### src/rtl/xts_pkg.sv
`timescale 1ns / 1ps
// ----------------------------------------------------------------------------
// xts_pkg
// Shared types, codes and helpers of the XML token scanner.
// ----------------------------------------------------------------------------
package xts_pkg;

    localparam int MAX_RES = 4;
    localparam int NAME_W  = 6;
    localparam int VALUE_W = 12;

    // Token kinds
    typedef enum logic [2:0] {
        K_BEGIN = 3'd0,
        K_END   = 3'd1,
        K_ATTR  = 3'd2,
        K_TEXT  = 3'd3,
        K_OTHER = 3'd4
    } kind_t;

    // Result events
    typedef enum logic [2:0] {
        EV_START = 3'd0,
        EV_NAME  = 3'd1,
        EV_SPLIT = 3'd2,
        EV_VALUE = 3'd3,
        EV_STOP  = 3'd4,
        EV_ERROR = 3'd5
    } ev_t;

    // Error codes
    typedef enum logic [2:0] {
        ERR_NONE     = 3'd0,
        ERR_NAME_LEN = 3'd1,
        ERR_SLASH    = 3'd2,
        ERR_EARLY    = 3'd3,
        ERR_TRUNC    = 3'd4
    } err_t;

    // Configuration register indexes
    localparam logic CFG_NAME_LIMIT  = 1'b0;
    localparam logic CFG_VALUE_LIMIT = 1'b1;

    // Scanner states
    typedef enum logic [15:0] {
        S_IDLE       = 16'h0001,
        S_DONE       = 16'h0002,
        S_LT         = 16'h0004,
        S_SLASH      = 16'h0008,
        S_BEGIN_NAME = 16'h0010,
        S_END_NAME   = 16'h0020,
        S_ATTR_NAME  = 16'h0040,
        S_ATTR_EQ    = 16'h0080,
        S_ATTR_VAL   = 16'h0100,
        S_ATTR_DROP  = 16'h0200,
        S_TEXT       = 16'h0400,
        S_TEXT_DROP  = 16'h0800,
        S_COMMENT    = 16'h1000,
        S_PI         = 16'h2000,
        S_BANG       = 16'h4000,
        S_DECL       = 16'h8000
    } state_t;

    // Characters of interest
    localparam logic [7:0] CH_NUL   = 8'h00;
    localparam logic [7:0] CH_LF    = 8'h0A;
    localparam logic [7:0] CH_CR    = 8'h0D;
    localparam logic [7:0] CH_SP    = 8'h20;
    localparam logic [7:0] CH_BANG  = 8'h21;
    localparam logic [7:0] CH_QUOTE = 8'h22;
    localparam logic [7:0] CH_DASH  = 8'h2D;
    localparam logic [7:0] CH_SLASH = 8'h2F;
    localparam logic [7:0] CH_COLON = 8'h3A;
    localparam logic [7:0] CH_LT    = 8'h3C;
    localparam logic [7:0] CH_EQ    = 8'h3D;
    localparam logic [7:0] CH_GT    = 8'h3E;
    localparam logic [7:0] CH_QMARK = 8'h3F;

    typedef struct packed {
        kind_t      kind;
        ev_t        ev;
        logic [7:0] ch;
        err_t       code;
    } res_t;

    // Results caused by one byte
    typedef struct packed {
        res_t [MAX_RES-1:0] item;
        logic [2:0]         cnt;
    } batch_t;

    function automatic res_t mk_res(kind_t k, ev_t e, logic [7:0] c, err_t code);
        res_t r;
        r.kind = k;
        r.ev   = e;
        r.ch   = c;
        r.code = code;
        return r;
    endfunction

    // Append one result; a full batch drops it
    function automatic batch_t push(batch_t b, res_t r);
        batch_t o;
        o = b;
        if (b.cnt < 3'(MAX_RES))
        begin
            o.item[b.cnt[1:0]] = r;
            o.cnt              = b.cnt + 3'd1;
        end
        return o;
    endfunction

endpackage

### src/rtl/xml_token_scanner.sv
`timescale 1ns / 1ps
// ----------------------------------------------------------------------------
// xml_token_scanner
// Path: a byte is registered on acceptance, tagged combinationally by the core,
// and its results are registered in the result buffer. Throughput: one byte
// per cycle while m_tready is high and each byte gives at most one result;
// a byte with more results holds the single output port until all are taken.
// Reset: rst_n clears the scanner to between tokens, empties both
// registers and restores the limits to NAME_MAX and VALUE_MAX.
// ----------------------------------------------------------------------------
module xml_token_scanner
    import xts_pkg::*;
#(
    parameter int NAME_MAX  = 30,
    parameter int VALUE_MAX = 1024
)
(
    input  logic        clk,
    input  logic        rst_n,
    // input stream
    input  logic        s_tvalid,
    output logic        s_tready,
    input  logic [7:0]  s_tdata,   // [7:0] data_byte
    input  logic        s_tlast,   // end_of_buffer
    // result stream
    output logic        m_tvalid,
    input  logic        m_tready,
    output logic [15:0] m_tdata,   // [7:0] char_out, [10:8] error_code, zero above
    output logic [5:0]  m_tuser,   // [2:0] token_kind, [5:3] event_res
    output logic        m_tlast,   // last
    // configuration
    input  logic        cfg_valid,
    output logic        cfg_ready,
    input  logic        cfg_index,
    input  logic [11:0] cfg_data
);

    logic                in_valid_reg;
    logic [7:0]          in_byte_reg;
    logic                in_eob_reg;
    logic [NAME_W-1:0]   name_limit_reg;
    logic [VALUE_W-1:0]  value_limit_reg;
    logic                buf_free;
    logic                take;
    batch_t              batch;
    res_t                res;

    assign take      = in_valid_reg && buf_free;
    assign s_tready  = !in_valid_reg || take;
    assign cfg_ready = 1'b1;

    // Register the incoming byte
    always_ff @(posedge clk or negedge rst_n)
    begin
        if (!rst_n)
            in_valid_reg <= 1'b0;
        else if (s_tready)
            in_valid_reg <= s_tvalid;
    end

    always_ff @(posedge clk)
    begin
        if (s_tvalid && s_tready)
        begin
            in_byte_reg <= s_tdata;
            in_eob_reg  <= s_tlast;
        end
    end

    // Limit registers
    always_ff @(posedge clk or negedge rst_n)
    begin
        if (!rst_n)
        begin
            name_limit_reg  <= NAME_W'(NAME_MAX);
            value_limit_reg <= VALUE_W'(VALUE_MAX);
        end
        else if (cfg_valid && cfg_ready)
        begin
            if (cfg_index == CFG_NAME_LIMIT)
                name_limit_reg <= cfg_data[NAME_W-1:0];
            else if (cfg_index == CFG_VALUE_LIMIT)
                value_limit_reg <= cfg_data;
        end
    end

    xts_scan_core u_core (
        .clk           (clk),
        .rst_n         (rst_n),
        .take          (take),
        .data_byte     (in_byte_reg),
        .end_of_buffer (in_eob_reg),
        .name_limit    (name_limit_reg),
        .value_limit   (value_limit_reg),
        .batch         (batch)
    );

    xts_result_buf u_buf (
        .clk      (clk),
        .rst_n    (rst_n),
        .load     (take),
        .batch    (batch),
        .free     (buf_free),
        .m_tvalid (m_tvalid),
        .m_tready (m_tready),
        .m_res    (res),
        .m_last   (m_tlast)
    );

    // Pack the result fields
    assign m_tdata = {5'd0, res.code, res.ch};
    assign m_tuser = {res.ev, res.kind};

endmodule

### src/rtl/xts_scan_core.sv
`timescale 1ns / 1ps
// ----------------------------------------------------------------------------
// xts_scan_core
// Scanner state and the single-pass logic that tags one byte.
// ----------------------------------------------------------------------------
module xts_scan_core
    import xts_pkg::*;
(
    input  logic               clk,
    input  logic               rst_n,
    input  logic               take,
    input  logic [7:0]         data_byte,
    input  logic               end_of_buffer,
    input  logic [NAME_W-1:0]  name_limit,
    input  logic [VALUE_W-1:0] value_limit,
    output batch_t             batch
);

    state_t              st_reg,   st_next;
    kind_t               kind_reg, kind_next;
    logic [NAME_W-1:0]   seg_reg,  seg_next;
    logic [VALUE_W-1:0]  vcnt_reg, vcnt_next;
    logic                ns_reg,   ns_next;
    logic [1:0]          dash_reg, dash_next;

    // Work out the next state and the results for one byte
    always_comb
    begin
        logic [7:0] b;
        logic       fatal;
        logic       do_bname;
        logic       do_idle;
        logic       do_split;
        logic       do_name;
        logic       do_value;
        state_t     drop_st;
        kind_t      sk;
        state_t     sn;
        batch_t     bt;

        b         = data_byte;
        st_next   = st_reg;
        kind_next = kind_reg;
        seg_next  = seg_reg;
        vcnt_next = vcnt_reg;
        ns_next   = ns_reg;
        dash_next = dash_reg;
        fatal     = 1'b0;
        do_bname  = 1'b0;
        do_idle   = 1'b0;
        do_split  = 1'b0;
        do_name   = 1'b0;
        do_value  = 1'b0;
        drop_st   = S_TEXT_DROP;
        sk        = K_BEGIN;
        sn        = S_BEGIN_NAME;
        bt        = '0;

        unique case (st_reg)
            S_IDLE:
            begin
                do_idle = 1'b1;
            end
            S_DONE:
            begin
            end
            S_LT:
            begin
                if (b == CH_SLASH)
                begin
                    sk = K_END;
                    sn = S_END_NAME;
                end
                else if (b == CH_QMARK)
                begin
                    sk        = K_OTHER;
                    sn        = S_PI;
                    dash_next = 2'd1;
                end
                else if (b == CH_BANG)
                begin
                    sk        = K_OTHER;
                    sn        = S_BANG;
                    dash_next = 2'd0;
                end
                else
                begin
                    do_bname = 1'b1;
                end
                kind_next = sk;
                seg_next  = '0;
                ns_next   = 1'b0;
                vcnt_next = '0;
                st_next   = sn;
                bt        = push(bt, mk_res(kind_next, EV_START, 8'd0, ERR_NONE));
            end
            S_SLASH:
            begin
                if (b == CH_GT)
                begin
                    kind_next = K_END;
                    seg_next  = '0;
                    ns_next   = 1'b0;
                    vcnt_next = '0;
                    bt        = push(bt, mk_res(kind_next, EV_START, 8'd0, ERR_NONE));
                    bt        = push(bt, mk_res(kind_next, EV_STOP, 8'd0, ERR_NONE));
                    st_next   = S_IDLE;
                    do_idle   = 1'b1;
                end
                else
                begin
                    bt      = push(bt, mk_res(kind_next, EV_ERROR, 8'd0, ERR_SLASH));
                    fatal   = 1'b1;
                    st_next = S_DONE;
                end
            end
            S_BEGIN_NAME:
            begin
                do_bname = 1'b1;
            end
            S_END_NAME:
            begin
                if (b == CH_GT)
                begin
                    bt      = push(bt, mk_res(kind_next, EV_STOP, 8'd0, ERR_NONE));
                    st_next = S_IDLE;
                    do_idle = 1'b1;
                end
                else if (b == CH_COLON && !ns_next)
                    do_split = 1'b1;
                else
                    do_name = 1'b1;
            end
            S_ATTR_NAME:
            begin
                if (b == CH_EQ)
                begin
                    vcnt_next = '0;
                    st_next   = S_ATTR_EQ;
                end
                else if (b == CH_COLON && !ns_next)
                    do_split = 1'b1;
                else
                    do_name = 1'b1;
            end
            S_ATTR_EQ:
            begin
                st_next = S_ATTR_VAL;
                if (b == CH_QUOTE)
                begin
                end
                else if (b == CH_SP)
                begin
                    bt      = push(bt, mk_res(kind_next, EV_STOP, 8'd0, ERR_NONE));
                    st_next = S_IDLE;
                end
                else
                begin
                    do_value = 1'b1;
                    drop_st  = S_ATTR_DROP;
                end
            end
            S_ATTR_VAL, S_ATTR_DROP:
            begin
                if (b == CH_QUOTE || b == CH_SP)
                begin
                    bt      = push(bt, mk_res(kind_next, EV_STOP, 8'd0, ERR_NONE));
                    st_next = S_IDLE;
                end
                else if (st_reg == S_ATTR_VAL)
                begin
                    do_value = 1'b1;
                    drop_st  = S_ATTR_DROP;
                end
            end
            S_TEXT, S_TEXT_DROP:
            begin
                if (b == CH_LT)
                begin
                    bt        = push(bt, mk_res(kind_next, EV_STOP, 8'd0, ERR_NONE));
                    kind_next = K_BEGIN;
                    st_next   = S_LT;
                end
                else if (st_reg == S_TEXT)
                begin
                    do_value = 1'b1;
                    drop_st  = S_TEXT_DROP;
                end
            end
            S_COMMENT:
            begin
                if (b == CH_GT && dash_reg >= 2'd2)
                begin
                    bt      = push(bt, mk_res(kind_next, EV_STOP, 8'd0, ERR_NONE));
                    st_next = S_IDLE;
                    do_idle = 1'b1;
                end
                else if (b == CH_DASH)
                    dash_next = (dash_reg >= 2'd2) ? 2'd2 : dash_reg + 2'd1;
                else
                    dash_next = 2'd0;
            end
            S_PI:
            begin
                if (b == CH_GT && dash_reg == 2'd1)
                begin
                    bt      = push(bt, mk_res(kind_next, EV_STOP, 8'd0, ERR_NONE));
                    st_next = S_IDLE;
                    do_idle = 1'b1;
                end
                else
                    dash_next = {1'b0, b == CH_QMARK};
            end
            S_BANG:
            begin
                if (b == CH_DASH)
                begin
                    if (dash_reg >= 2'd1)
                    begin
                        dash_next = 2'd2;
                        st_next   = S_COMMENT;
                    end
                    else
                        dash_next = dash_reg + 2'd1;
                end
                else if (b == CH_GT)
                begin
                    bt      = push(bt, mk_res(kind_next, EV_STOP, 8'd0, ERR_NONE));
                    st_next = S_IDLE;
                    do_idle = 1'b1;
                end
                else
                    st_next = S_DECL;
            end
            S_DECL:
            begin
                if (b == CH_GT)
                begin
                    bt      = push(bt, mk_res(kind_next, EV_STOP, 8'd0, ERR_NONE));
                    st_next = S_IDLE;
                    do_idle = 1'b1;
                end
            end
            default:
            begin
            end
        endcase

        // Element name byte: close on space, '>' or '/'
        if (do_bname)
        begin
            if (b == CH_SP || b == CH_GT || b == CH_SLASH)
            begin
                bt      = push(bt, mk_res(kind_next, EV_STOP, 8'd0, ERR_NONE));
                st_next = S_IDLE;
                do_idle = 1'b1;
            end
            else if (b == CH_COLON && !ns_next)
                do_split = 1'b1;
            else
                do_name = 1'b1;
        end

        // Byte between tokens
        if (do_idle)
        begin
            if (b == CH_SP || b == CH_CR || b == CH_LF)
            begin
            end
            else if (b == CH_NUL)
                st_next = S_DONE;
            else if ((b >= 8'h61 && b <= 8'h7A) || (b >= 8'h41 && b <= 8'h5A))
            begin
                kind_next = K_ATTR;
                seg_next  = '0;
                ns_next   = 1'b0;
                vcnt_next = '0;
                st_next   = S_ATTR_NAME;
                bt        = push(bt, mk_res(kind_next, EV_START, 8'd0, ERR_NONE));
                do_name   = 1'b1;
            end
            else if (b == CH_LT)
            begin
                kind_next = K_BEGIN;
                st_next   = S_LT;
            end
            else if (b == CH_SLASH)
            begin
                kind_next = K_END;
                st_next   = S_SLASH;
            end
            else
            begin
                kind_next = (b == CH_GT) ? K_TEXT : K_OTHER;
                seg_next  = '0;
                ns_next   = 1'b0;
                vcnt_next = '0;
                st_next   = (b == CH_GT) ? S_TEXT : S_IDLE;
                bt        = push(bt, mk_res(kind_next, EV_START, 8'd0, ERR_NONE));
                if (b != CH_GT)
                    bt = push(bt, mk_res(kind_next, EV_STOP, 8'd0, ERR_NONE));
            end
        end

        // Namespace split
        if (do_split)
        begin
            bt       = push(bt, mk_res(kind_next, EV_SPLIT, 8'd0, ERR_NONE));
            ns_next  = 1'b1;
            seg_next = '0;
        end

        // Name character against the segment limit
        if (do_name)
        begin
            if (seg_next >= name_limit)
            begin
                bt      = push(bt, mk_res(kind_next, EV_ERROR, 8'd0, ERR_NAME_LEN));
                fatal   = 1'b1;
                st_next = S_DONE;
            end
            else
            begin
                bt       = push(bt, mk_res(kind_next, EV_NAME, b, ERR_NONE));
                seg_next = seg_next + 6'd1;
            end
        end

        // Value character against the value limit
        if (do_value)
        begin
            if (vcnt_next >= value_limit)
            begin
                bt      = push(bt, mk_res(kind_next, EV_ERROR, 8'd0, ERR_TRUNC));
                st_next = drop_st;
            end
            else
            begin
                bt        = push(bt, mk_res(kind_next, EV_VALUE, b, ERR_NONE));
                vcnt_next = vcnt_next + 12'd1;
            end
        end

        // Buffer end closes any open token
        if (end_of_buffer)
        begin
            if (!fatal && st_next != S_IDLE && st_next != S_DONE)
                bt = push(bt, mk_res(kind_next, EV_ERROR, 8'd0, ERR_EARLY));
            st_next = S_IDLE;
        end

        batch = bt;
    end

    // Advance the scanner state on each taken byte
    always_ff @(posedge clk or negedge rst_n)
    begin
        if (!rst_n)
        begin
            st_reg   <= S_IDLE;
            kind_reg <= K_BEGIN;
            seg_reg  <= '0;
            vcnt_reg <= '0;
            ns_reg   <= 1'b0;
            dash_reg <= 2'd0;
        end
        else if (take)
        begin
            st_reg   <= st_next;
            kind_reg <= kind_next;
            seg_reg  <= seg_next;
            vcnt_reg <= vcnt_next;
            ns_reg   <= ns_next;
            dash_reg <= dash_next;
        end
    end

    // A fatal error always parks the scanner until buffer end; this checks the name length case
    a_name_err_done: assert property (@(posedge clk) disable iff (!rst_n)
        (take && !end_of_buffer && batch.cnt != 3'd0
         && batch.item[0].code == ERR_NAME_LEN && batch.cnt == 3'd1 && st_reg != S_IDLE)
        |=> (st_reg == S_DONE))
        else $error("name length error did not stop the scanner");

    a_eob_idle: assert property (@(posedge clk) disable iff (!rst_n)
        (take && end_of_buffer) |=> (st_reg == S_IDLE))
        else $error("scanner not idle after buffer end");

    a_dash_range: assert property (@(posedge clk) disable iff (!rst_n)
        (st_reg == S_COMMENT) |-> (dash_reg <= 2'd2))
        else $error("dash count out of range in comment");

endmodule

### src/rtl/xts_result_buf.sv
`timescale 1ns / 1ps
// ----------------------------------------------------------------------------
// xts_result_buf
// Holds the results of one byte and hands them out one per cycle while m_tready is high.
// ----------------------------------------------------------------------------
module xts_result_buf
    import xts_pkg::*;
(
    input  logic   clk,
    input  logic   rst_n,
    input  logic   load,
    input  batch_t batch,
    output logic   free,
    output logic   m_tvalid,
    input  logic   m_tready,
    output res_t   m_res,
    output logic   m_last
);

    res_t [MAX_RES-1:0] item_reg;
    logic [2:0]         cnt_reg;
    logic [1:0]         idx_reg;
    logic               at_last;

    assign at_last  = ({1'b0, idx_reg} == (cnt_reg - 3'd1));
    assign m_tvalid = (cnt_reg != 3'd0);
    assign m_res    = item_reg[idx_reg];
    assign m_last   = at_last;
    assign free     = (cnt_reg == 3'd0) || (m_tready && at_last);

    // Hold result payload
    always_ff @(posedge clk)
    begin
        if (load)
            item_reg <= batch.item;
    end

    // Load a new batch or step to the next request
    always_ff @(posedge clk or negedge rst_n)
    begin
        if (!rst_n)
        begin
            cnt_reg <= 3'd0;
            idx_reg <= 2'd0;
        end
        else if (load)
        begin
            cnt_reg <= batch.cnt;
            idx_reg <= 2'd0;
        end
        else if (m_tvalid && m_tready)
        begin
            if (at_last)
            begin
                cnt_reg <= 3'd0;
                idx_reg <= 2'd0;
            end
            else
                idx_reg <= idx_reg + 2'd1;
        end
    end

    a_cnt_range: assert property (@(posedge clk) disable iff (!rst_n)
        cnt_reg <= 3'(MAX_RES))
        else $error("result count above capacity");

    a_idx_range: assert property (@(posedge clk) disable iff (!rst_n)
        m_tvalid |-> ({1'b0, idx_reg} < cnt_reg))
        else $error("result index past count");

    a_no_overwrite: assert property (@(posedge clk) disable iff (!rst_n)
        load |-> (cnt_reg == 3'd0 || (m_tready && at_last)))
        else $error("batch loaded over pending results");

endmodule
### config.mk
export PLATFORM = sky130hd
export DESIGN_NAME = xml_token_scanner
export DESIGN_NICKNAME = d
export VERILOG_FILES = /design/src/rtl/xts_pkg.sv /design/src/rtl/xml_token_scanner.sv /design/src/rtl/xts_scan_core.sv /design/src/rtl/xts_result_buf.sv
export SDC_FILE = /design/constraint.sdc
export NUM_CORES = 1
export LEC_CHECK = 0
export BUFFER_PORTS_ARGS = -buffer_cell sky130_fd_sc_hd__buf_2
export CAP_MARGIN = 10
export CORE_ASPECT_RATIO = 0.6
export CORE_MARGIN = 1.5
export CORE_UTILIZATION = 25
export CTS_BUF_LIST = sky130_fd_sc_hd__clkbuf_4 sky130_fd_sc_hd__clkbuf_8
export CTS_CLUSTER_DIAMETER = 150
export DETAILED_ROUTE_END_ITERATION = 16
export PLACE_DENSITY = 0.4
export SLEW_MARGIN = 20
export SYNTH_ARGS = -nofsm -noshare
export SYNTH_HDL_FRONTEND = slang
export SYNTH_HIERARCHICAL = 1
export SYNTH_SLANG_ARGS = --single-unit
export TNS_END_PERCENT = 10
### constraint.sdc
create_clock -name clk -period 7.5 [get_ports clk]
set_input_delay 1.5 -clock clk [delete_from_list [all_inputs] [get_ports clk]]
set_output_delay 1.5 -clock clk [all_outputs]
set_load 0.02 [all_outputs]
==> impl_metrics.csv, run 1 <==
group,metric,value,unit
clocking,clkLatencyLatePin,0.49,ns
timing,grt_setup_unrepaired,"no",
global_routing,overflow,0,
floorplan,dieArea,40640,um^2
clocking,cts.sink_count,141,
synthesis,yosysTopAreaCell,"edfxtp_1",
timing,fmax,143.6,MHz
cells_and_area,nets,1199,
drt,vias,8616,
global_routing,grt_max_degree,72,
status,status,"completed",
placed_design,hpwl,26060,um
critical_path,path_max_fanout,11,
critical_path,cp.required,7.81,ns
critical_path,start_kind,"flip-flop",
timing,worst_slack,0.5344,ns
cells_and_area,area_growth,16.56,%
cells_and_area,multi_input_area,5522,um^2
timing,finalCriticalPeriod,6.966,ns
cells_and_area,fill_cells,4201,
drt,drc_errors,0,
synthesis,ys_seq_elements,141,
critical_path,cpLargestDelayFamily,"simple AND/OR/NAND/NOR gates",
global_routing,grt_pass1_wl,52010,um
floorplan,io_pins,53,
drt,drt-pass1-iter-count,5,
global_routing,grt_pass1_vias,8096,
critical_path,cp_num_buf_inv,4,
synthesis,synthTopCellsByArea,"edfxtp_1 (23%), dfrtp_1 (15%), ha_1 (6.4%), nand2_1 (5.0%), mux4_2 (3.9%)",
placed_design,routabilityCongestion,0.9502,
drt,first_iter_violations,832,
clocking,cts_tree,"yes",
drt,finalWirelength,34110,um
cells_and_area,layout-drive-gt1-share,19.56,%
synthesis,netlist.area_leader.share,23.48,%
timing,finalSetupViolations,0,
critical_path,worst_path_max_delay_cell,"or4b_2",
synthesis,synth_edf_count,77,
drt,antenna_left,0,
cells_and_area,final_cell_mix,"nand2_1 (129), edfxtp_1 (77), buf_4 (71)",
timing,setup-tns-final,0,ns
global_routing,antenna_found_initial,0,
flow_run,maxCapViolations,0,
clocking,clockBufferDepth,2,
drt,post_drt_wl_per_cell,20.59,um
clocking,post_cts_buffers,0,
floorplan,die_h,156.8,um
critical_path,worst-setup-path-type,"flip-flop to flip-flop",
clocking,path_clk_slew,0.09,ns
placed_design,numPortBuffers,46,
cells_and_area,largest_reg_flops,68,
synthesis,synth_warnings,6,
timing,hold_viol,0,
critical_path,cp_common_cell,"ha_1",
placed_design,place_worst_setup_slack,0.2484,ns
critical_path,end_kind,"flip-flop",
global_routing,grt_use_total,17.23,%
timing,period_share,92.87,%
floorplan,coreArea,38960,um^2
power,ir_drop,0.1546,mV
critical_path,slowest_delay,0.75,ns
timing,slew_viol_final,0,
synthesis,yosysSeqAreaShare,39.81,%
synthesis,mappedNetlistArea,9849,um^2
floorplan,die_w,259.2,um
critical_path,cp_data_arrival_time,7.27,ns
power,p_total,3.995,mW
power,leakage,5.037,nW
timing,finClkSkew,0.01535,ns
synthesis,syn_avg_cell_area,9.434,um^2
synthesis,synthArstFlopShare,45.39,%
cells_and_area,area.sequential,3924,um^2
clocking,cts_max_level,4,
power,powerDensity,348.0,nW/um^2
clocking,cts-root-buf,"clkbuf_8",
cells_and_area,n_antenna_cell,0,
synthesis,synth-main-ff-cell,"edfxtp_1",
worst_hold_path,min_path_type,"flip-flop to flip-flop",
clocking,numCtsBuffers,17,
floorplan,core.rowCount,56,
floorplan,start_util,25.28,%
cells_and_area,final_common_cell,"nand2_1",
timing,relSlewSlack,30.43,%
timing,worst-slew-pin-transition,1.044,ns
synthesis,syn-instance-count,1044,
synthesis,synth_cell_types,87,
drt,avgViaCountPerCell,5.200,
==> where the power goes <==
group          internal [mW]  switching (mW)  total, mW
logic                  0.674            1.31       1.99
clock network          0.369           0.350      0.719
registers               1.17           0.116       1.29
total                   2.22            1.78       4.00
==> cells in the mapped netlist (26+ instances only) <==
| cell type | count |
|---|---|
| a21oi_1 | 49 |
| and2_1 | 26 |
| and3_1 | 52 |
| clkbuf_1 | 35 |
| dfrtp_1 | 58 |
| edfxtp_1 | 77 |
| ha_1 | 50 |
| inv_1 | 48 |
| nand2_1 | 131 |
| nand3_1 | 45 |
| nor2_1 | 56 |
| o21ai_0 | 66 |
==> what timing repair did <==
action	CTS	global route
resized for setup	0	16
endpoints found under the setup margin	0	54
hold buffers	0	0
==> kinds of logic (layout without fill, tap and decap cells) <==
family | after synthesis | after routing | share of synthesized area [%]
XOR/XNOR | 15 | 15 | 1.334
AO/OA/AOI/OAI | 237 | 237 | 15.96
flip-flops | 141 | 141 | 39.81
multiplexers | 51 | 51 | 7.978
buffers and inverters | 110 | 197 | 4.827
adder cells (fa/ha/maj) | 50 | 50 | 6.352
AND/OR/NAND/NOR | 438 | 438 | 23.67
other | 2 | 6 | 0.07625
==> final timing paths <==
path	startpoint	to	slack (ns)	cells after the start
max reg2reg	u_core/st_reg[13]	u_buf/item_reg[31]	0.53	31
min in group asynchronous	rst_n	u_core/st_reg[13]	0.82	1
max in group asynchronous	rst_n	u_buf/idx_reg[1]	5.60	2
min	u_core/vcnt_reg[6]	u_core/vcnt_reg[6]	0.49	1
min reg2reg	u_core/vcnt_reg[6]	u_core/vcnt_reg[6]	0.49	1
max	u_core/st_reg[13]	u_buf/item_reg[31]	0.53	31
==> cell type report <==
| type | count | area share [%] |
|---|---|---|
| flip-flops and latches | 141 | 34.18 |
| inverters | 49 | 1.602 |
| multi-input cells | 797 | 48.09 |
| repair buffers | 116 | 6.604 |
| clock inverters | 15 | 1.798 |
| clock buffers | 17 | 2.038 |
| well taps | 522 | 5.689 |
==> metrics by stage <==
stage                     util (%)  area [um^2]  hold WS, ns  std cells
final                        29.47        11480       0.4933       1657
after global routing         29.47        11480       0.5311       1657
after CTS                    29.33        11430       0.4963       1657
after detailed placement     28.20        10990       0.4793       1625
after global placement       28.20        10990       0.4787       1625
after floorplan                  -         9864       0.4425       1048
==> per-layer routing <==
metal / routed length, um / global-route usage, % / part of all wire [%] / vias up
met2: 12270 / 20.79 / 36 / 332
li1: - / - / - / 4045
met4: 404 / 4.014 / 1.2 / 0
met1: 18530 / 28.42 / 54 / 4210
met5: 0 / 0 / 0 / -
met3: 2900 / 4.649 / 8.5 / 29
Note: power is estimated with default switching activity, not from simulation.
==> run 2, diff against run 1 <==
==> constraint.sdc (replaced) <==
create_clock -name clk -period 7.5 [get_ports clk]
set_input_delay 0.375 -clock clk [delete_from_list [all_inputs] [get_ports clk]]
set_output_delay 0.375 -clock clk [all_outputs]
set_load 0.02 [all_outputs]
==> run 2 against run 1 <==
Net effect:
- cell area about the same
- utilization about the same
- global-route usage about the same
- register-to-register slack about the same
- largest power group unchanged
- die area unchanged
- clock power about the same
- final cell count about the same
- setup slack worse by 0.0060 ns
- sequential power about the same
- non-clock buffer count up 1
==> impl_metrics.csv, run 2 (synthesized netlist as in run 1, its figures left out) <==
group,metric,value,unit
global_routing,antenna_found_initial,0,
global_routing,grt_max_degree,72,
cells_and_area,fin_cells,1658,
placed_design,hpwl,26060,um
critical_path,slowest_delay,0.75,ns
cells_and_area,final_cell_mix,"nand2_1 (129), edfxtp_1 (77), buf_4 (71)",
drt,drc_errors,0,
clocking,cts_max_level,4,
critical_path,path_max_fanout,11,
timing,worst-slew-pin-transition,1.048,ns
critical_path,cp_common_cell,"ha_1",
drt,avgViaCountPerCell,5.245,
floorplan,dieArea,40640,um^2
timing,fmax,143.4,MHz
floorplan,start_util,25.28,%
clocking,post_cts_buffers,0,
placed_design,place_inst,1625,
global_routing,grt_pass1_vias,8090,
clocking,cts.sink_count,141,
clocking,path_clk_slew,0.09,ns
floorplan,core.rowCount,56,
timing,finalSetupViolations,0,
global_routing,grt_use_total,17.22,%
clocking,cts-root-buf,"clkbuf_8",
critical_path,cp.required,7.81,ns
timing,relSlewSlack,30.16,%
drt,post_drt_wl_per_cell,20.60,um
critical_path,worst-setup-path-type,"flip-flop to flip-flop",
worst_hold_path,hp-start,"s_tdata[2]",
critical_path,worst_path_max_delay_cell,"or4b_2",
cells_and_area,layout-drive-gt1-share,19.54,%
critical_path,r2r-start,"u_core/st_reg[13]",
worst_hold_path,min_path_type,"input port to flip-flop",
power,ir_drop,0.1542,mV
flow_run,maxCapViolations,0,
worst_hold_path,holdPathEnd,"in_byte_reg[2]",
cells_and_area,nets,1200,
placed_design,routabilityCongestion,0.9502,
critical_path,end_kind,"flip-flop",
critical_path,ff2ff_setup_slack,0.53,ns
timing,finalCriticalPeriod,6.972,ns
clocking,numCtsBuffers,17,
floorplan,die_w,259.2,um
worst_hold_path,worstHoldPathCells,1,
timing,slew_viol_final,0,
placed_design,numPortBuffers,46,
cells_and_area,largest_reg_flops,68,
critical_path,start_kind,"flip-flop",
drt,antenna_left,0,
floorplan,coreArea,38960,um^2
clocking,clkLatencyLatePin,0.49,ns
floorplan,io_pins,53,
cells_and_area,final_common_cell,"nand2_1",
drt,vias,8696,
timing,finClkSkew,0.01686,ns
drt,first_iter_violations,832,
cells_and_area,area_growth,16.67,%
timing,hold_viol,0,
clocking,cts_tree,"yes",
drt,finalWirelength,34150,um
global_routing,overflow,0,
drt,drt-pass1-iter-count,6,
floorplan,die_h,156.8,um
critical_path,worstReg2RegEnd,"u_buf/item_reg[31]",
cells_and_area,n_antenna_cell,0,
clocking,clockBufferDepth,2,
critical_path,cp_data_arrival_time,7.28,ns
critical_path,reg2regPathDepth,31,
timing,worst_slack,0.5284,ns
placed_design,place_worst_setup_slack,0.2484,ns
timing,grt_setup_unrepaired,"no",
timing,setup-tns-final,0,ns
power,powerDensity,348.2,nW/um^2
timing,period_share,92.95,%
status,status,"completed",
power,p_total,4.002,mW
global_routing,grt_pass1_wl,51990,um
power,leakage,5.041,nW
==> run 2: area by class of cell <==
cell class | count | area (um^2)
Clock buffer | 17 | 234.0
Clock inverter | 15 | 206.4
Fill cell | 4200 | 27470
Inverter | 49 | 183.9
Multi-Input combinational cell | 797 | 5522
Sequential cell | 141 | 3924
Tap cell | 522 | 653.1
Timing Repair Buffer | 117 | 768.2
==> run 2: power by group <==
part           total [mW]  switching (mW)  internal [mW]
Combinational        1.99            1.32          0.674
Clock               0.719           0.350          0.369
Sequential           1.29           0.117           1.17
Total                4.00            1.78           2.22
==> run 2: critical path: cells and delay by family, from the launching register on <==
kind | cells | cell delay (ns)
multiplexers | 4 | 0.85
flip-flops | 1 | 0.49
AO/OA/AOI/OAI | 5 | 0.93
adder cells (fa/ha/maj) | 7 | 1.91
buffers and inverters | 4 | 0.44
AND/OR/NAND/NOR | 11 | 2.16
==> run 2: how the worst max path moves through the flow <==
stage,to,slack [ns],from,cells past startpoint
CTS,u_buf/item_reg[25],0.23,u_core/st_reg[1],31
finish,u_buf/item_reg[31],0.53,u_core/st_reg[13],31
floorplan,u_buf/item_reg[10],0.64,in_byte_reg[6],32
detailed placement,u_buf/item_reg[27],0.25,u_core/st_reg[1],31
global placement,u_buf/item_reg[25],0.51,u_core/st_reg[1],31
global route,u_buf/item_reg[14],0.02,in_byte_reg[7],31
==> run 2: metrics by stage <==
| step | area [um^2] | hold slack [ns] | utilization [%] |
|---|---|---|---|
| final | 11490 | 0.05953 | 29.50 |
| after global placement | 10990 | 0.2193 | 28.20 |
| after detailed placement | 10990 | 0.2188 | 28.20 |
| after floorplan | 9864 | 0.07941 | - |
| after CTS | 11440 | 0.01154 | 29.36 |
| after global routing | 11490 | 0.01863 | 29.50 |
==> run 2: repair_timing <==
| item | CTS | global route |
|---|---|---|
| endpoints found under the hold margin | 8 | 0 |
| setup endpoints to repair | 0 | 54 |
| resized for setup | 0 | 16 |
| hold buffers | 1 | 0 |
==> run 2: metal layers <==
metal  up-vias  track usage (%)  wire length, um
met5         -                0                0
met4         0            4.014              371
met3        26            4.649             3140
met2       370            20.79            12360
met1      4257            28.41            18280
li1       4043                -                -
